[src/rtl/sort_with_permutation_parity_macros.svh]
// ----------------------------------------------------------------------------
// Assertion macros
// Shared concurrent assertion forms for the sorter RTL.
// ----------------------------------------------------------------------------
`ifndef SORT_WITH_PERMUTATION_PARITY_MACROS_SVH
`define SORT_WITH_PERMUTATION_PARITY_MACROS_SVH

// generic clocked assertion with synchronous reset disable
`define SWPP_ASSERT_AT(lbl, clk, rst, prop, msg) \
   lbl: assert property (@(posedge clk) disable iff (rst) prop) else $error(msg);

// default clock and reset of the block
`define SWPP_ASSERT(lbl, prop, msg) \
   `SWPP_ASSERT_AT(lbl, clock, reset, prop, msg)

`endif

[src/rtl/swpp_pkg.sv]
// ----------------------------------------------------------------------------
// Sorter package
// Widths, defaults, sequencer states and compare unit control.
// ----------------------------------------------------------------------------
package swpp_pkg;

   localparam int MAX_ENTRIES_DEF = 16;
   localparam int NUMBER_BITS_DEF = 8;
   localparam int SPACE_W         = 3;
   localparam int POS_W           = 4;

   typedef enum logic [2:0] {
      ST_IDLE,
      ST_INS_SCAN,
      ST_SORT_LD,
      ST_SORT_KEY,
      ST_SORT_SCAN,
      ST_OUT_ORD,
      ST_OUT_ENT,
      ST_OUT_LOAD
   } state_type;

   typedef struct packed {
      logic clr;
      logic en;
      logic tie_en;
   } cmp_ctrl_type;

endpackage

[src/rtl/swpp_if.sv]
// ----------------------------------------------------------------------------
// Sorter channels
// Label input channel and sorted entry output channel.
// ----------------------------------------------------------------------------
interface swpp_req_if #(
   parameter int NUMBER_BITS = swpp_pkg::NUMBER_BITS_DEF
);
   import swpp_pkg::*;

   logic                   valid;
   logic                   ready;
   logic [SPACE_W-1:0]     space_id;
   logic [NUMBER_BITS-1:0] label_number;
   logic                   is_final;

   modport source (output valid, space_id, label_number, is_final, input ready);
   modport sink   (input valid, space_id, label_number, is_final, output ready);
endinterface

interface swpp_rsp_if #(
   parameter int NUMBER_BITS = swpp_pkg::NUMBER_BITS_DEF
);
   import swpp_pkg::*;

   logic                   valid;
   logic                   ready;
   logic [SPACE_W-1:0]     sorted_space;
   logic [NUMBER_BITS-1:0] sorted_number;
   logic [POS_W-1:0]       source_position;
   logic                   odd_parity;
   logic                   dropped;
   logic                   end_of_list;

   modport source (output valid, sorted_space, sorted_number, source_position,
                   odd_parity, dropped, end_of_list, input ready);
   modport sink   (input valid, sorted_space, sorted_number, source_position,
                   odd_parity, dropped, end_of_list, output ready);
endinterface

[src/rtl/sort_with_permutation_parity.sv]
// ----------------------------------------------------------------------------
// Stable descending label sorter with permutation parity
//
// req_ch takes one label word per handshake: space, number and a final mark.
// Labels are stored in load order; each insert scans the labels already
// stored through the shared compare unit, and ready stays low from the
// handshake until that scan is done. A label that finds the store full is
// dropped and flagged, and ready stays high unless it is the final word.
// The final word starts the sort: every entry is ranked by a full scan of
// the store, one compare per cycle through the single read port of the
// entry memory. rsp_ch then gives one word per entry in sorted order, each
// fetched through the order memory and then the entry memory, with its load
// position, the parity and the drop flag; end_of_list marks the last word.
// The output register holds a word while rsp_ch.ready is low; the next word
// is fetched but waits to load behind it. Once the last word is loaded req_ch
// is ready again. Reset (synchronous) empties the list and clears parity and
// drop flag; the entry and order memories need no clearing.
// ----------------------------------------------------------------------------
`include "sort_with_permutation_parity_macros.svh"

module sort_with_permutation_parity #(
   parameter int MAX_ENTRIES = swpp_pkg::MAX_ENTRIES_DEF,
   parameter int NUMBER_BITS = swpp_pkg::NUMBER_BITS_DEF
) (
   input  logic       clock,
   input  logic       reset,
   swpp_req_if.sink   req_ch,
   swpp_rsp_if.source rsp_ch
);
   import swpp_pkg::*;

   localparam int KEY_W = SPACE_W + NUMBER_BITS;
   localparam int IDX_W = $clog2(MAX_ENTRIES);
   localparam int CNT_W = $clog2(MAX_ENTRIES + 1);
   localparam int EXT_W = IDX_W + POS_W;

   state_type        state_ff, state_in;
   logic [CNT_W-1:0] count_ff, count_in;
   logic             parity_ff, parity_in;
   logic             overflow_ff, overflow_in;
   logic             final_ff, final_in;
   logic [KEY_W-1:0] new_key_ff, new_key_in;
   logic [CNT_W-1:0] lim_ff, lim_in;
   logic [CNT_W-1:0] j_ff, j_in;
   logic [CNT_W-1:0] i_ff, i_in;
   logic [CNT_W-1:0] r_ff, r_in;
   logic             rd_vld_ff, rd_vld_in;
   logic [IDX_W-1:0] rd_idx_ff, rd_idx_in;
   logic [KEY_W-1:0] key_i_ff, key_i_in;

   logic             rsp_valid_ff, rsp_valid_in;
   logic [SPACE_W-1:0]     out_space_ff;
   logic [NUMBER_BITS-1:0] out_number_ff;
   logic [POS_W-1:0] out_pos_ff;
   logic             out_parity_ff;
   logic             out_drop_ff;
   logic             out_eol_ff;

   logic [KEY_W-1:0] entry_mem [MAX_ENTRIES];
   logic [KEY_W-1:0] ent_rd_ff;
   logic [IDX_W-1:0] order_mem [MAX_ENTRIES];
   logic [IDX_W-1:0] ord_rd_ff;

   logic             ent_we, ent_re, ord_we, ord_re;
   logic [IDX_W-1:0] ent_wa, ent_ra, ord_wa, ord_ra, ord_wd;

   cmp_ctrl_type     cmp_ctrl;
   logic [KEY_W-1:0] cmp_a_key;
   logic [IDX_W-1:0] cmp_a_idx;
   logic [CNT_W-1:0] acc;

   logic             req_fire, rsp_fire;
   logic             issue, scan_done, sort_done, out_load, out_last;
   logic [EXT_W-1:0] src_ext;

   assign req_ch.ready = (state_ff == ST_IDLE);
   assign req_fire     = req_ch.valid && req_ch.ready;
   assign rsp_fire     = rsp_valid_ff && rsp_ch.ready;
   assign out_last     = (r_ff + CNT_W'(1)) == count_ff;
   assign src_ext      = {{POS_W{1'b0}}, ord_rd_ff};

   swpp_cmp_acc #(
      .KEY_W (KEY_W),
      .IDX_W (IDX_W),
      .CNT_W (CNT_W)
   ) u_cmp (
      .clock (clock),
      .reset (reset),
      .ctrl  (cmp_ctrl),
      .a_key (cmp_a_key),
      .a_idx (cmp_a_idx),
      .b_key ((state_ff == ST_SORT_SCAN) ? key_i_ff : ent_rd_ff),
      .b_idx (i_ff[IDX_W-1:0]),
      .count (acc)
   );

   always_comb begin
      state_in     = state_ff;
      count_in     = count_ff;
      parity_in    = parity_ff;
      overflow_in  = overflow_ff;
      final_in     = final_ff;
      new_key_in   = new_key_ff;
      lim_in       = lim_ff;
      j_in         = j_ff;
      i_in         = i_ff;
      r_in         = r_ff;
      rd_vld_in    = 1'b0;
      rd_idx_in    = rd_idx_ff;
      key_i_in     = key_i_ff;
      rsp_valid_in = rsp_fire ? 1'b0 : rsp_valid_ff;
      ent_we       = 1'b0;
      ent_wa       = count_ff[IDX_W-1:0];
      ent_re       = 1'b0;
      ent_ra       = j_ff[IDX_W-1:0];
      ord_we       = 1'b0;
      ord_wa       = acc[IDX_W-1:0];
      ord_wd       = i_ff[IDX_W-1:0];
      ord_re       = 1'b0;
      ord_ra       = r_ff[IDX_W-1:0];
      cmp_ctrl     = '0;
      cmp_a_key    = new_key_ff;
      cmp_a_idx    = rd_idx_ff;
      issue        = 1'b0;
      scan_done    = 1'b0;
      sort_done    = 1'b0;
      out_load     = 1'b0;

      case (state_ff)
         ST_IDLE: begin
            if (req_fire) begin
               new_key_in = {req_ch.space_id, req_ch.label_number};
               final_in   = req_ch.is_final;
               if (count_ff < CNT_W'(MAX_ENTRIES)) begin
                  ent_we       = 1'b1;
                  lim_in       = count_ff;
                  count_in     = count_ff + CNT_W'(1);
                  j_in         = '0;
                  cmp_ctrl.clr = 1'b1;
                  state_in     = ST_INS_SCAN;
               end else begin
                  overflow_in = 1'b1;
                  if (req_ch.is_final) begin
                     i_in     = '0;
                     state_in = ST_SORT_LD;
                  end
               end
            end
         end
         ST_INS_SCAN: begin
            issue       = j_ff < lim_ff;
            cmp_ctrl.en = rd_vld_ff;
            if (issue) begin
               ent_re    = 1'b1;
               j_in      = j_ff + CNT_W'(1);
               rd_vld_in = 1'b1;
               rd_idx_in = j_ff[IDX_W-1:0];
            end
            scan_done = !issue && !rd_vld_ff;
            if (scan_done) begin
               parity_in = parity_ff ^ acc[0];
               if (final_ff) begin
                  i_in     = '0;
                  state_in = ST_SORT_LD;
               end else begin
                  state_in = ST_IDLE;
               end
            end
         end
         ST_SORT_LD: begin
            ent_re   = 1'b1;
            ent_ra   = i_ff[IDX_W-1:0];
            state_in = ST_SORT_KEY;
         end
         ST_SORT_KEY: begin
            key_i_in     = ent_rd_ff;
            j_in         = '0;
            cmp_ctrl.clr = 1'b1;
            state_in     = ST_SORT_SCAN;
         end
         ST_SORT_SCAN: begin
            issue           = j_ff < count_ff;
            cmp_ctrl.en     = rd_vld_ff;
            cmp_ctrl.tie_en = 1'b1;
            cmp_a_key       = ent_rd_ff;
            if (issue) begin
               ent_re    = 1'b1;
               j_in      = j_ff + CNT_W'(1);
               rd_vld_in = 1'b1;
               rd_idx_in = j_ff[IDX_W-1:0];
            end
            sort_done = !issue && !rd_vld_ff;
            if (sort_done) begin
               ord_we = 1'b1;
               if ((i_ff + CNT_W'(1)) == count_ff) begin
                  r_in     = '0;
                  state_in = ST_OUT_ORD;
               end else begin
                  i_in     = i_ff + CNT_W'(1);
                  state_in = ST_SORT_LD;
               end
            end
         end
         ST_OUT_ORD: begin
            ord_re   = 1'b1;
            state_in = ST_OUT_ENT;
         end
         ST_OUT_ENT: begin
            ent_re   = 1'b1;
            ent_ra   = ord_rd_ff;
            state_in = ST_OUT_LOAD;
         end
         ST_OUT_LOAD: begin
            if (!rsp_valid_ff || rsp_ch.ready) begin
               out_load     = 1'b1;
               rsp_valid_in = 1'b1;
               if (out_last) begin
                  count_in    = '0;
                  parity_in   = 1'b0;
                  overflow_in = 1'b0;
                  state_in    = ST_IDLE;
               end else begin
                  r_in     = r_ff + CNT_W'(1);
                  state_in = ST_OUT_ORD;
               end
            end
         end
         default: begin
            state_in = ST_IDLE;
         end
      endcase
   end

   always_ff @(posedge clock) begin
      if (reset) begin
         state_ff     <= ST_IDLE;
         count_ff     <= '0;
         parity_ff    <= 1'b0;
         overflow_ff  <= 1'b0;
         final_ff     <= 1'b0;
         lim_ff       <= '0;
         j_ff         <= '0;
         i_ff         <= '0;
         r_ff         <= '0;
         rd_vld_ff    <= 1'b0;
         rsp_valid_ff <= 1'b0;
      end else begin
         state_ff     <= state_in;
         count_ff     <= count_in;
         parity_ff    <= parity_in;
         overflow_ff  <= overflow_in;
         final_ff     <= final_in;
         lim_ff       <= lim_in;
         j_ff         <= j_in;
         i_ff         <= i_in;
         r_ff         <= r_in;
         rd_vld_ff    <= rd_vld_in;
         rsp_valid_ff <= rsp_valid_in;
      end
   end

   always_ff @(posedge clock) begin
      new_key_ff <= new_key_in;
      rd_idx_ff  <= rd_idx_in;
      key_i_ff   <= key_i_in;
      if (out_load) begin
         out_space_ff  <= ent_rd_ff[KEY_W-1:NUMBER_BITS];
         out_number_ff <= ent_rd_ff[NUMBER_BITS-1:0];
         out_pos_ff    <= src_ext[POS_W-1:0];
         out_parity_ff <= parity_ff;
         out_drop_ff   <= overflow_ff;
         out_eol_ff    <= out_last;
      end
   end

   // entry store: one write, one registered read
   always_ff @(posedge clock) begin
      if (ent_we) begin
         entry_mem[ent_wa] <= {req_ch.space_id, req_ch.label_number};
      end
      if (ent_re) begin
         ent_rd_ff <= entry_mem[ent_ra];
      end
   end

   // rank to source index map
   always_ff @(posedge clock) begin
      if (ord_we) begin
         order_mem[ord_wa] <= ord_wd;
      end
      if (ord_re) begin
         ord_rd_ff <= order_mem[ord_ra];
      end
   end

   assign rsp_ch.valid           = rsp_valid_ff;
   assign rsp_ch.sorted_space    = out_space_ff;
   assign rsp_ch.sorted_number   = out_number_ff;
   assign rsp_ch.source_position = out_pos_ff;
   assign rsp_ch.odd_parity      = out_parity_ff;
   assign rsp_ch.dropped         = out_drop_ff;
   assign rsp_ch.end_of_list     = out_eol_ff;

   `SWPP_ASSERT(a_insert_count,
      (req_fire && (count_ff < CNT_W'(MAX_ENTRIES))) |=>
      (count_ff == $past(count_ff) + CNT_W'(1)),
      "insert did not advance entry count")
   `SWPP_ASSERT(a_rank_range, sort_done |-> (acc < count_ff), "rank beyond list length")
   `SWPP_ASSERT(a_rd_in_scan,
      rd_vld_ff |-> ((state_ff == ST_INS_SCAN) || (state_ff == ST_SORT_SCAN)),
      "read data outside a scan")
   `SWPP_ASSERT(a_list_clear,
      (out_load && out_last) |=> ((count_ff == '0) && !parity_ff && !overflow_ff),
      "list state not cleared after last word")

endmodule

[src/rtl/swpp_cmp_acc.sv]
// ----------------------------------------------------------------------------
// Compare and count unit
// Counts the enabled cycles in which key a sorts ahead of key b, with optional
// load order tie break.
// ----------------------------------------------------------------------------
module swpp_cmp_acc #(
   parameter int KEY_W = 11,
   parameter int IDX_W = 4,
   parameter int CNT_W = 5
) (
   input  logic                  clock,
   input  logic                  reset,
   input  swpp_pkg::cmp_ctrl_type ctrl,
   input  logic [KEY_W-1:0]      a_key,
   input  logic [IDX_W-1:0]      a_idx,
   input  logic [KEY_W-1:0]      b_key,
   input  logic [IDX_W-1:0]      b_idx,
   output logic [CNT_W-1:0]      count
);
   import swpp_pkg::*;

   logic             hit;
   logic [CNT_W-1:0] count_ff;
   logic [CNT_W-1:0] count_in;

   assign hit = (a_key > b_key) || (ctrl.tie_en && (a_key == b_key) && (a_idx < b_idx));

   always_comb begin
      if (ctrl.clr) begin
         count_in = '0;
      end else if (ctrl.en && hit) begin
         count_in = count_ff + CNT_W'(1);
      end else begin
         count_in = count_ff;
      end
   end

   always_ff @(posedge clock) begin
      if (reset) begin
         count_ff <= '0;
      end else begin
         count_ff <= count_in;
      end
   end

   assign count = count_ff;

endmodule

[src/flat_wrapper.sv]
// flat-port wrapper written by rule: the top's interface ports become plain ports
module sort_with_permutation_parity_flat import swpp_pkg::*;
#(
   parameter int MAX_ENTRIES = swpp_pkg::MAX_ENTRIES_DEF,
   parameter int NUMBER_BITS = swpp_pkg::NUMBER_BITS_DEF
)
  (clock, reset, req_ch_valid, req_ch_space_id, req_ch_label_number, req_ch_is_final, req_ch_ready, rsp_ch_valid, rsp_ch_sorted_space, rsp_ch_sorted_number, rsp_ch_source_position, rsp_ch_odd_parity, rsp_ch_dropped, rsp_ch_end_of_list, rsp_ch_ready);
  swpp_req_if #(.NUMBER_BITS(NUMBER_BITS)) req_ch_i ();
  swpp_rsp_if #(.NUMBER_BITS(NUMBER_BITS)) rsp_ch_i ();
  input  logic clock;
  input  logic reset;
  input wire logic [$bits(req_ch_i.valid)-1:0] req_ch_valid;
  input wire logic [$bits(req_ch_i.space_id)-1:0] req_ch_space_id;
  input wire logic [$bits(req_ch_i.label_number)-1:0] req_ch_label_number;
  input wire logic [$bits(req_ch_i.is_final)-1:0] req_ch_is_final;
  output wire logic [$bits(req_ch_i.ready)-1:0] req_ch_ready;
  output wire logic [$bits(rsp_ch_i.valid)-1:0] rsp_ch_valid;
  output wire logic [$bits(rsp_ch_i.sorted_space)-1:0] rsp_ch_sorted_space;
  output wire logic [$bits(rsp_ch_i.sorted_number)-1:0] rsp_ch_sorted_number;
  output wire logic [$bits(rsp_ch_i.source_position)-1:0] rsp_ch_source_position;
  output wire logic [$bits(rsp_ch_i.odd_parity)-1:0] rsp_ch_odd_parity;
  output wire logic [$bits(rsp_ch_i.dropped)-1:0] rsp_ch_dropped;
  output wire logic [$bits(rsp_ch_i.end_of_list)-1:0] rsp_ch_end_of_list;
  input wire logic [$bits(rsp_ch_i.ready)-1:0] rsp_ch_ready;
  assign req_ch_i.valid = req_ch_valid;
  assign req_ch_i.space_id = req_ch_space_id;
  assign req_ch_i.label_number = req_ch_label_number;
  assign req_ch_i.is_final = req_ch_is_final;
  assign req_ch_ready = req_ch_i.ready;
  assign rsp_ch_valid = rsp_ch_i.valid;
  assign rsp_ch_sorted_space = rsp_ch_i.sorted_space;
  assign rsp_ch_sorted_number = rsp_ch_i.sorted_number;
  assign rsp_ch_source_position = rsp_ch_i.source_position;
  assign rsp_ch_odd_parity = rsp_ch_i.odd_parity;
  assign rsp_ch_dropped = rsp_ch_i.dropped;
  assign rsp_ch_end_of_list = rsp_ch_i.end_of_list;
  assign rsp_ch_i.ready = rsp_ch_ready;
  sort_with_permutation_parity #(.MAX_ENTRIES(MAX_ENTRIES), .NUMBER_BITS(NUMBER_BITS)) u_core (.clock(clock), .reset(reset), .req_ch(req_ch_i), .rsp_ch(rsp_ch_i));
endmodule
[config.mk]
export PLATFORM = sky130hd
export DESIGN_NAME = sort_with_permutation_parity_flat
export DESIGN_NICKNAME = d
export VERILOG_FILES = /design/src/rtl/swpp_pkg.sv /design/src/rtl/swpp_if.sv /design/src/rtl/sort_with_permutation_parity.sv /design/src/rtl/swpp_cmp_acc.sv /design/src/flat_wrapper.sv
export VERILOG_INCLUDE_DIRS = /design/src /design/src/rtl
export SDC_FILE = /design/constraint.sdc
export NUM_CORES = 1
export LEC_CHECK = 0
export BUFFER_PORTS_ARGS = -buffer_cell sky130_fd_sc_hd__buf_2
export CAP_MARGIN = 20
export CORE_MARGIN = 2
export CORE_UTILIZATION = 43
export DETAILED_ROUTE_END_ITERATION = 16
export GPL_TIMING_DRIVEN = 0
export HOLD_SLACK_MARGIN = 0.12
export PLACE_DENSITY_LB_ADDON = 0.05
export SLEW_MARGIN = 10
export SYNTH_ARGS = -nofsm -noshare
export SYNTH_HDL_FRONTEND = slang
export SYNTH_SLANG_ARGS = --single-unit
[constraint.sdc]
create_clock -name clock -period 3.8 [get_ports clock]
set_input_delay 0.38 -clock clock [delete_from_list [all_inputs] [get_ports clock]]
set_output_delay 0.38 -clock clock [all_outputs]
set_load 0.02 [all_outputs]
==> run_results.csv, run 1 <==
group,metric,value,unit
logic_synthesis,syn_inst,962,
floorplan,io_pins,36,
layout,final_common_cell,"edfxtp_1",
worst_setup_path,arrival,4.03,ns
floorplan,die_x,187,um
floorplan,die_h,187,um
logic_synthesis,yosys_register_bits,336,
timing,slew-limit-headroom,28.3,%
drt,wire_per_inst,22.2,um
power_and_ir_drop,p_leak,0.00617,uW
timing,setup_ws,0.184,ns
clock_network,clockRootBuffer,"clkbuf_16",
timing,skew,0.0223,ns
layout,most-common-layout-cells,"edfxtp_1 (299), mux2i_1 (115), nor2_1 (70), nand2_1 (61), buf_2 (54)",
drt,drc,0,
drt,drt-pass1-iter-count,5,
logic_synthesis,synth_fp_nets,1011,
logic_synthesis,yosys-top-cells-area,"edfxtp_1 (62%), mux2i_1 (8.0%), dfxtp_1 (5.2%), mux4_2 (3.1%), ha_1 (2.9%)",
placed_design,place_ws,0.269,ns
worst_setup_path,end_kind,"flip-flop",
layout,fin_cells,1516,
logic_synthesis,netlist_area,14400,um^2
logic_synthesis,synth_area_per_cell,14.9,um^2
timing,period_minus_slack,3.62,ns
status,outcome,"complete, no violations",
drt,final_antenna_net_count,0,
timing,worstMarginPinSlew,1.07,ns
clock_network,cts_tree,"built",
grt,grt_pass1_wl,50300,um
hold_path,min_path_type,"primary input to flip-flop",
hold_path,hold_depth,3,
worst_setup_path,crit_type,"flip-flop to flip-flop",
power_and_ir_drop,max-vdd-ir-drop,0.000397,V
job,max_cap_violations,0,
clock_network,cts_buffers,37,
floorplan,start_util,43.9,%
worst_setup_path,cp_data_required_time,4.22,ns
worst_setup_path,r2r_setup_slack,0.18,ns
grt,grt_pass1_vias,7868,
logic_synthesis,yosysSeqAreaShare,67.6,%
logic_synthesis,yosys_warnings,0,
drt,drtIter0Drc,507,
placed_design,gp_congestion,0.817,
floorplan,placement_rows,66,
clock_network,clk_pin_slew,0.06,ns
placed_design,dp_cells,1446,
timing,rsz0062_at_grt,"no",
logic_synthesis,synth.distinct_cells,69,
placed_design,portBuffers,34,
worst_setup_path,r2r-start,"u_core.state_ff[0]$_SDFFE_PP0P_",
layout,area_delta_synth_final,14.0,%
timing,hold_viol,0,
worst_setup_path,crit_path_start_kind,"flip-flop",
clock_network,htree_levels,2,
timing,finalSetupViolCount,0,
power_and_ir_drop,power_density,583,nW/um^2
logic_synthesis,synthArstFlopShare,0,%
clock_network,cts_buffer_depth,3,
clock_network,ctsHoldBuffers,0,
logic_synthesis,synthFlopType,"edfxtp_1",
layout,layout-drive-gt1-share,16.9,%
drt,vias,8109,
grt,grt_overflow_total,0,
worst_setup_path,r2r-end,"u_core.u_cmp.count[2]$_SDFFE_PP0P_",
drt,routed_via_density,5.35,
clock_network,postCtsSetupRepairBufs,0,
clock_network,cts.sinks,336,
layout,final_nets,1096,
logic_synthesis,synth-edff-count,299,
drt,finalWirelength,33700,um
timing,fmax,277,MHz
worst_setup_path,worstPathMaxFanout,10,
grt,antenna_found_initial,2,
logic_synthesis,synth_top_area_share,62.5,%
floorplan,coreArea,32700,um^2
floorplan,dieArea,34900,um^2
placed_design,hpwl,23400,um
timing,report.final.slew_viol_count,0,
worst_setup_path,reg2reg_depth,12,
timing,post-route-period-util,95.2,%
logic_synthesis,yosysTopAreaCell,"edfxtp_1",
clock_network,cts_resized,0,
hold_path,hp-start,"req_ch_is_final",
timing,tns,0,ns
grt,grtUsageTotal,19.3,%
grt,grt_max_degree,24,
hold_path,hold_end,"u_core.final_ff$_SDFFE_PP0P_",
clock_network,clock_latency,0.53,ns
how the worst max path moves through the flow:
| stage | startpoint | end | depth (start not counted) |
|---|---|---|---|
| 6_report | u_core.state_ff[0]$_SDFFE_PP0P_ | u_core.u_cmp.count[2]$_SDFFE_PP0P_ | 12 |
| 5_1_grt | u_core.state_ff[0]$_SDFFE_PP0P_ | u_core.u_cmp.count[2]$_SDFFE_PP0P_ | 12 |
| 4_1_cts | u_core.state_ff[0]$_SDFFE_PP0P_ | u_core.u_cmp.count[2]$_SDFFE_PP0P_ | 12 |
| 3_5_place_dp | u_core.state_ff[0]$_SDFFE_PP0P_ | u_core.u_cmp.count[2]$_SDFFE_PP0P_ | 12 |
| 3_3_place_gp | u_core.state_ff[2]$_SDFFE_PP0P_ | u_core.entry_mem[1][8]$_DFFE_PP_ | 7 |
| 2_1_floorplan | u_core.state_ff[2]$_SDFFE_PP0P_ | u_core.entry_mem[0][0]$_DFFE_PP_ | 7 |
synthesized netlist by cell type, types with 4 or more instances:
cell type  count
edfxtp_1     299
mux2i_1      115
nor2_1        70
nand2_1       61
a21oi_1       37
dfxtp_1       37
ha_1          33
inv_1         26
mux2_2        22
clkbuf_1      21
buf_2         20
mux4_2        20
nor3_1        18
o221ai_1      14
nand3_1       13
o21ai_0       13
a22oi_1       11
nand2b_1      10
xnor2_1       10
o21ai_1        9
and2_1         6
nand4_1        6
a211oi_1       5
buf_4          5
nor3b_1        5
nor4_1         5
o31a_1         4
xor2_1         4
metrics by stage:
| stage | total power, uW | util [%] | cell area (um^2) | hold WS, ns |
|---|---|---|---|---|
| floorplan | 5570 | - | 14400 | 0.409 |
| global placement | 6160 | 46.1 | 15100 | 0.415 |
| detailed placement | 6190 | 46.4 | 15200 | 0.445 |
| CTS | 9640 | 50.0 | 16300 | 0.166 |
| global route | 9970 | 50.1 | 16400 | 0.203 |
| finish | 9560 | 50.1 | 16400 | 0.187 |
per-layer routing:
metal / GRT usage, % / vias up / part of all wire, %
li1: - / 3872 / -
met1: 28.7 / 4019 / 48
met2: 29.5 / 172 / 45
met3: 3.35 / 46 / 5.3
met4: 5.16 / 0 / 2.0
met5: 0 / - / 0
state kept, by name, summed over array words and instances, names as in the netlist, 8 cells and up:
signal / cells
u_core.key_i_ff: 11
u_core.ent_rd_ff: 11
u_core.new_key_ff: 11
u_core.rsp_ch.sorted_number: 8
u_core.entry_mem: 176
u_core.order_mem: 64
worst max-delay path: stages (launching register included):
cell,delay [ns]
dfxtp_1,0.44
or3b_1,0.14
buf_2,0.16
clkbuf_1,0.47
buf_2,0.40
mux2i_1,0.13
ha_1,0.31
nand4_1,0.19
nor3_1,0.26
o31ai_1,0.15
a221oi_1,0.63
xnor2_1,0.19
nor2_1,0.05
final cells by class:
cell class | instances | area, um^2
clock inverter | 20 | 168
antenna | 1 | 2.50
tap | 442 | 553
fill | 2817 | 16300
sequential | 336 | 9720
multi-input combinational | 548 | 4310
inverter | 27 | 101
timing repair buffer | 46 | 268
buffer | 51 | 254
clock buffer | 45 | 998
report_power, final:
part           leakage, uW  switching, uW  total [uW]  internal, uW
clock network     0.000576           1380        3450          2060
registers          0.00301            120        4380          4260
logic              0.00259           1110        1720           613
cells by family (layout without fill, tap and decap cells):
kind of cell	count (synthesis)	after routing	share of synthesized area (%)
XOR/XNOR	14	14	0.853
other	0	1	0
multiplexers	158	158	12.9
buffers and inverters	78	189	2.47
flip-flops	336	336	67.6
AND/OR/NAND/NOR	211	211	6.78
AO/OA/AOI/OAI	132	132	6.43
adder cells (fa/ha/maj)	33	33	2.87
Power figures use the tool's default switching activity.
==> run 2: changes to the inputs <==
--- a/config.mk
+++ b/config.mk
@@ -11,7 +11,6 @@
 export CORE_MARGIN = 2
 export CORE_UTILIZATION = 43
 export DETAILED_ROUTE_END_ITERATION = 16
-export GPL_TIMING_DRIVEN = 0
 export HOLD_SLACK_MARGIN = 0.12
 export PLACE_DENSITY_LB_ADDON = 0.05
 export SLEW_MARGIN = 10
==> constraint.sdc (replaced) <==
create_clock -name clock -period 4.45 [get_ports clock]
set_input_delay 0.445 -clock clock [delete_from_list [all_inputs] [get_ports clock]]
set_output_delay 0.445 -clock clock [all_outputs]
set_load 0.02 [all_outputs]
==> run 2 against run 1 <==
  * Total power fell by 14%
  * Critical path depth fell by 5
  * Worst setup slack improved by 0.95 ns
  * Wire length fell by 0.47%
  * Design area barely moved
  * Global-route usage fell by 0.066 points
  * Sequential share of layout area barely moved
  * Clock skew fell by 0.0084 ns
  * Critical path type unchanged
  * Critical endpoint is now u_core.ent_rd_ff[9]$_DFFE_PP_
  * Largest cell class unchanged
  * Highest routed layer unchanged
==> run_results.csv, run 2 (synthesized netlist as in run 1, its figures left out) <==
group,metric,value,unit
clock_network,clockRootBuffer,"clkbuf_16",
layout,final_common_cell,"edfxtp_1",
timing,post-route-period-util,74.6,%
drt,drtIter0Drc,569,
hold_path,min_path_type,"primary input to flip-flop",
layout,area_delta_synth_final,14.0,%
clock_network,ctsHoldBuffers,0,
worst_setup_path,r2r_setup_slack,1.13,ns
floorplan,placement_rows,66,
power_and_ir_drop,internal_power,5990,uW
clock_network,cts.sinks,336,
grt,grtUsageTotal,19.3,%
job,max_cap_violations,0,
worst_setup_path,path_delay_family,"compound AO/OA/AOI/OAI gates",
placed_design,placed_area,15200,um^2
hold_path,hold_depth,3,
floorplan,dieArea,34900,um^2
timing,rsz0062_at_grt,"no",
drt,wire_per_inst,22.5,um
floorplan,coreArea,32700,um^2
worst_setup_path,end_kind,"flip-flop",
clock_network,clk_pin_slew,0.06,ns
worst_setup_path,worstPathMaxFanout,19,
power_and_ir_drop,clockPowerShare,37.1,%
worst_setup_path,crit_type,"flip-flop to flip-flop",
layout,largest_registers,"u_core.entry_mem: 176 flops, u_core.order_mem: 64 flops",
floorplan,start_util,43.9,%
power_and_ir_drop,swShare,27.0,%
worst_setup_path,crit_buf_inv,1,
drt,final_antenna_net_count,0,
hold_path,hold_end,"u_core.final_ff$_SDFFE_PP0P_",
timing,finalSetupViolCount,0,
power_and_ir_drop,p_leak,0.00617,uW
hold_path,hp-start,"req_ch_is_final",
drt,drt-pass1-iter-count,5,
timing,skew,0.0139,ns
grt,grt_pass1_vias,7920,
floorplan,die_x,187,um
timing,hold_viol,0,
status,outcome,"complete, no violations",
grt,antenna_found_initial,1,
timing,fmax,301,MHz
power_and_ir_drop,max-vdd-ir-drop,0.000228,V
clock_network,clock_latency,0.52,ns
timing,tns,0,ns
timing,worstMarginPinSlew,1.03,ns
worst_setup_path,path_cells,"nand2b_1, nor2_1, a21oi_4, buf_4, mux2i_1, a22oi_1, o221ai_1",
worst_setup_path,r2r-end,"u_core.ent_rd_ff[9]$_DFFE_PP_",
worst_setup_path,slowest_delay,0.68,ns
timing,period_minus_slack,3.32,ns
clock_network,cts_tree,"built",
layout,layout-drive-gt1-share,17.7,%
clock_network,cts_buffers,37,
grt,grt_pass1_wl,50300,um
layout,largest_reg_flops,176,
placed_design,hpwl,22300,um
grt,grt_overflow_total,0,
power_and_ir_drop,switching_power,2210,uW
timing,report.final.slew_viol_count,0,
layout,nFillCells,2846,
power_and_ir_drop,power_frac_seq,46.2,%
layout,final_nets,1070,
drt,finalWirelength,33600,um
clock_network,postCtsSetupRepairBufs,0,
clock_network,cts_resized,0,
placed_design,gp_congestion,0.829,
drt,drc,0,
worst_setup_path,reg2reg_depth,7,
worst_setup_path,cp_data_required_time,4.69,ns
layout,most-common-layout-cells,"edfxtp_1 (299), mux2i_1 (114), nor2_1 (70), nand2_1 (61), clkbuf_16 (39)",
drt,vias,8095,
worst_setup_path,slowest_stage,"a21oi_4",
worst_setup_path,r2r-start,"u_core.state_ff[0]$_SDFFE_PP0P_",
floorplan,die_h,187,um
grt,grt_max_degree,63,
worst_setup_path,arrival,3.56,ns
power_and_ir_drop,power_density,500,nW/um^2
drt,routed_via_density,5.43,
layout,design_area,16400,um^2
power_and_ir_drop,p_comb_share,16.6,%
timing,slew-limit-headroom,30.9,%
layout,regMostFlops,"u_core.entry_mem",
floorplan,io_pins,36,
placed_design,portBuffers,35,
clock_network,cts_buffer_depth,3,
worst_setup_path,crit_path_start_kind,"flip-flop",
clock_network,htree_levels,2,
## run 2: power groups by stage
stage	Combinational [uW]	Clock [uW]	Sequential [uW]
2_1_floorplan	989	0	3770
3_3_place_gp	1370	0	3860
3_5_place_dp	1370	0	3860
4_1_cts	1380	3110	3790
5_1_grt	1510	3250	3810
6_report	1360	3040	3790
## run 2: worst max path at each step
stage                                         start                                 end  depth (start not counted)  slack (ns)
floorplan           u_core.state_ff[2]$_SDFFE_PP0P_    u_core.entry_mem[0][0]$_DFFE_PP_                          7        1.39
global placement    u_core.state_ff[0]$_SDFFE_PP0P_       u_core.ent_rd_ff[9]$_DFFE_PP_                          7        1.17
detailed placement  u_core.state_ff[0]$_SDFFE_PP0P_       u_core.ent_rd_ff[9]$_DFFE_PP_                          7        1.13
CTS                 u_core.state_ff[0]$_SDFFE_PP0P_       u_core.ent_rd_ff[9]$_DFFE_PP_                          7        1.12
global route        u_core.state_ff[0]$_SDFFE_PP0P_  u_core.u_cmp.count[3]$_SDFFE_PP0P_                          9        0.83
finish              u_core.state_ff[0]$_SDFFE_PP0P_       u_core.ent_rd_ff[9]$_DFFE_PP_                          7        1.13
## run 2: cell type report
| cell class | instances | area [um^2] | share of cell area [%] |
|---|---|---|---|
| timing repair buffer | 71 | 458 | 2.80 |
| antenna | 1 | 2.50 | 0.0153 |
| inverter | 27 | 101 | 0.619 |
| sequential | 336 | 9720 | 59.3 |
| clock inverter | 21 | 210 | 1.28 |
| clock buffer | 45 | 998 | 6.10 |
| tap | 442 | 553 | 3.38 |
| multi-input combinational | 548 | 4340 | 26.5 |
## run 2: metal layers
layer | vias up | routed length, um | part of all wire (%) | global-route usage [%]
li1 | 3812 | - | - | -
met1 | 4070 | 16100 | 48 | 28.7
met2 | 169 | 15000 | 45 | 29.1
met3 | 44 | 1760 | 5.2 | 3.48
met4 | 0 | 694 | 2.1 | 5.22
met5 | - | 0 | 0 | 0
## run 2: worst register-to-register path, delay by kind of cell (launching register included)
kind,cells,cell delay [ns]
AO/OA/AOI/OAI,3,1.26
buffers and inverters,1,0.41
flip-flops,1,0.63
multiplexers,1,0.11
AND/OR/NAND/NOR,2,0.63
## run 2: per-stage QoR
stage	utilization [%]	worst slack (ns)	cells	hold WS (ns)	total power (uW)
finish	50.1	1.13	1491	0.274	8200
global route	50.1	0.831	1490	0.300	8570
CTS	50.1	1.12	1490	0.260	8290
detailed placement	46.4	1.13	1424	0.438	5230
global placement	46.4	1.17	1424	0.430	5230
floorplan	-	1.39	962	0.409	4750
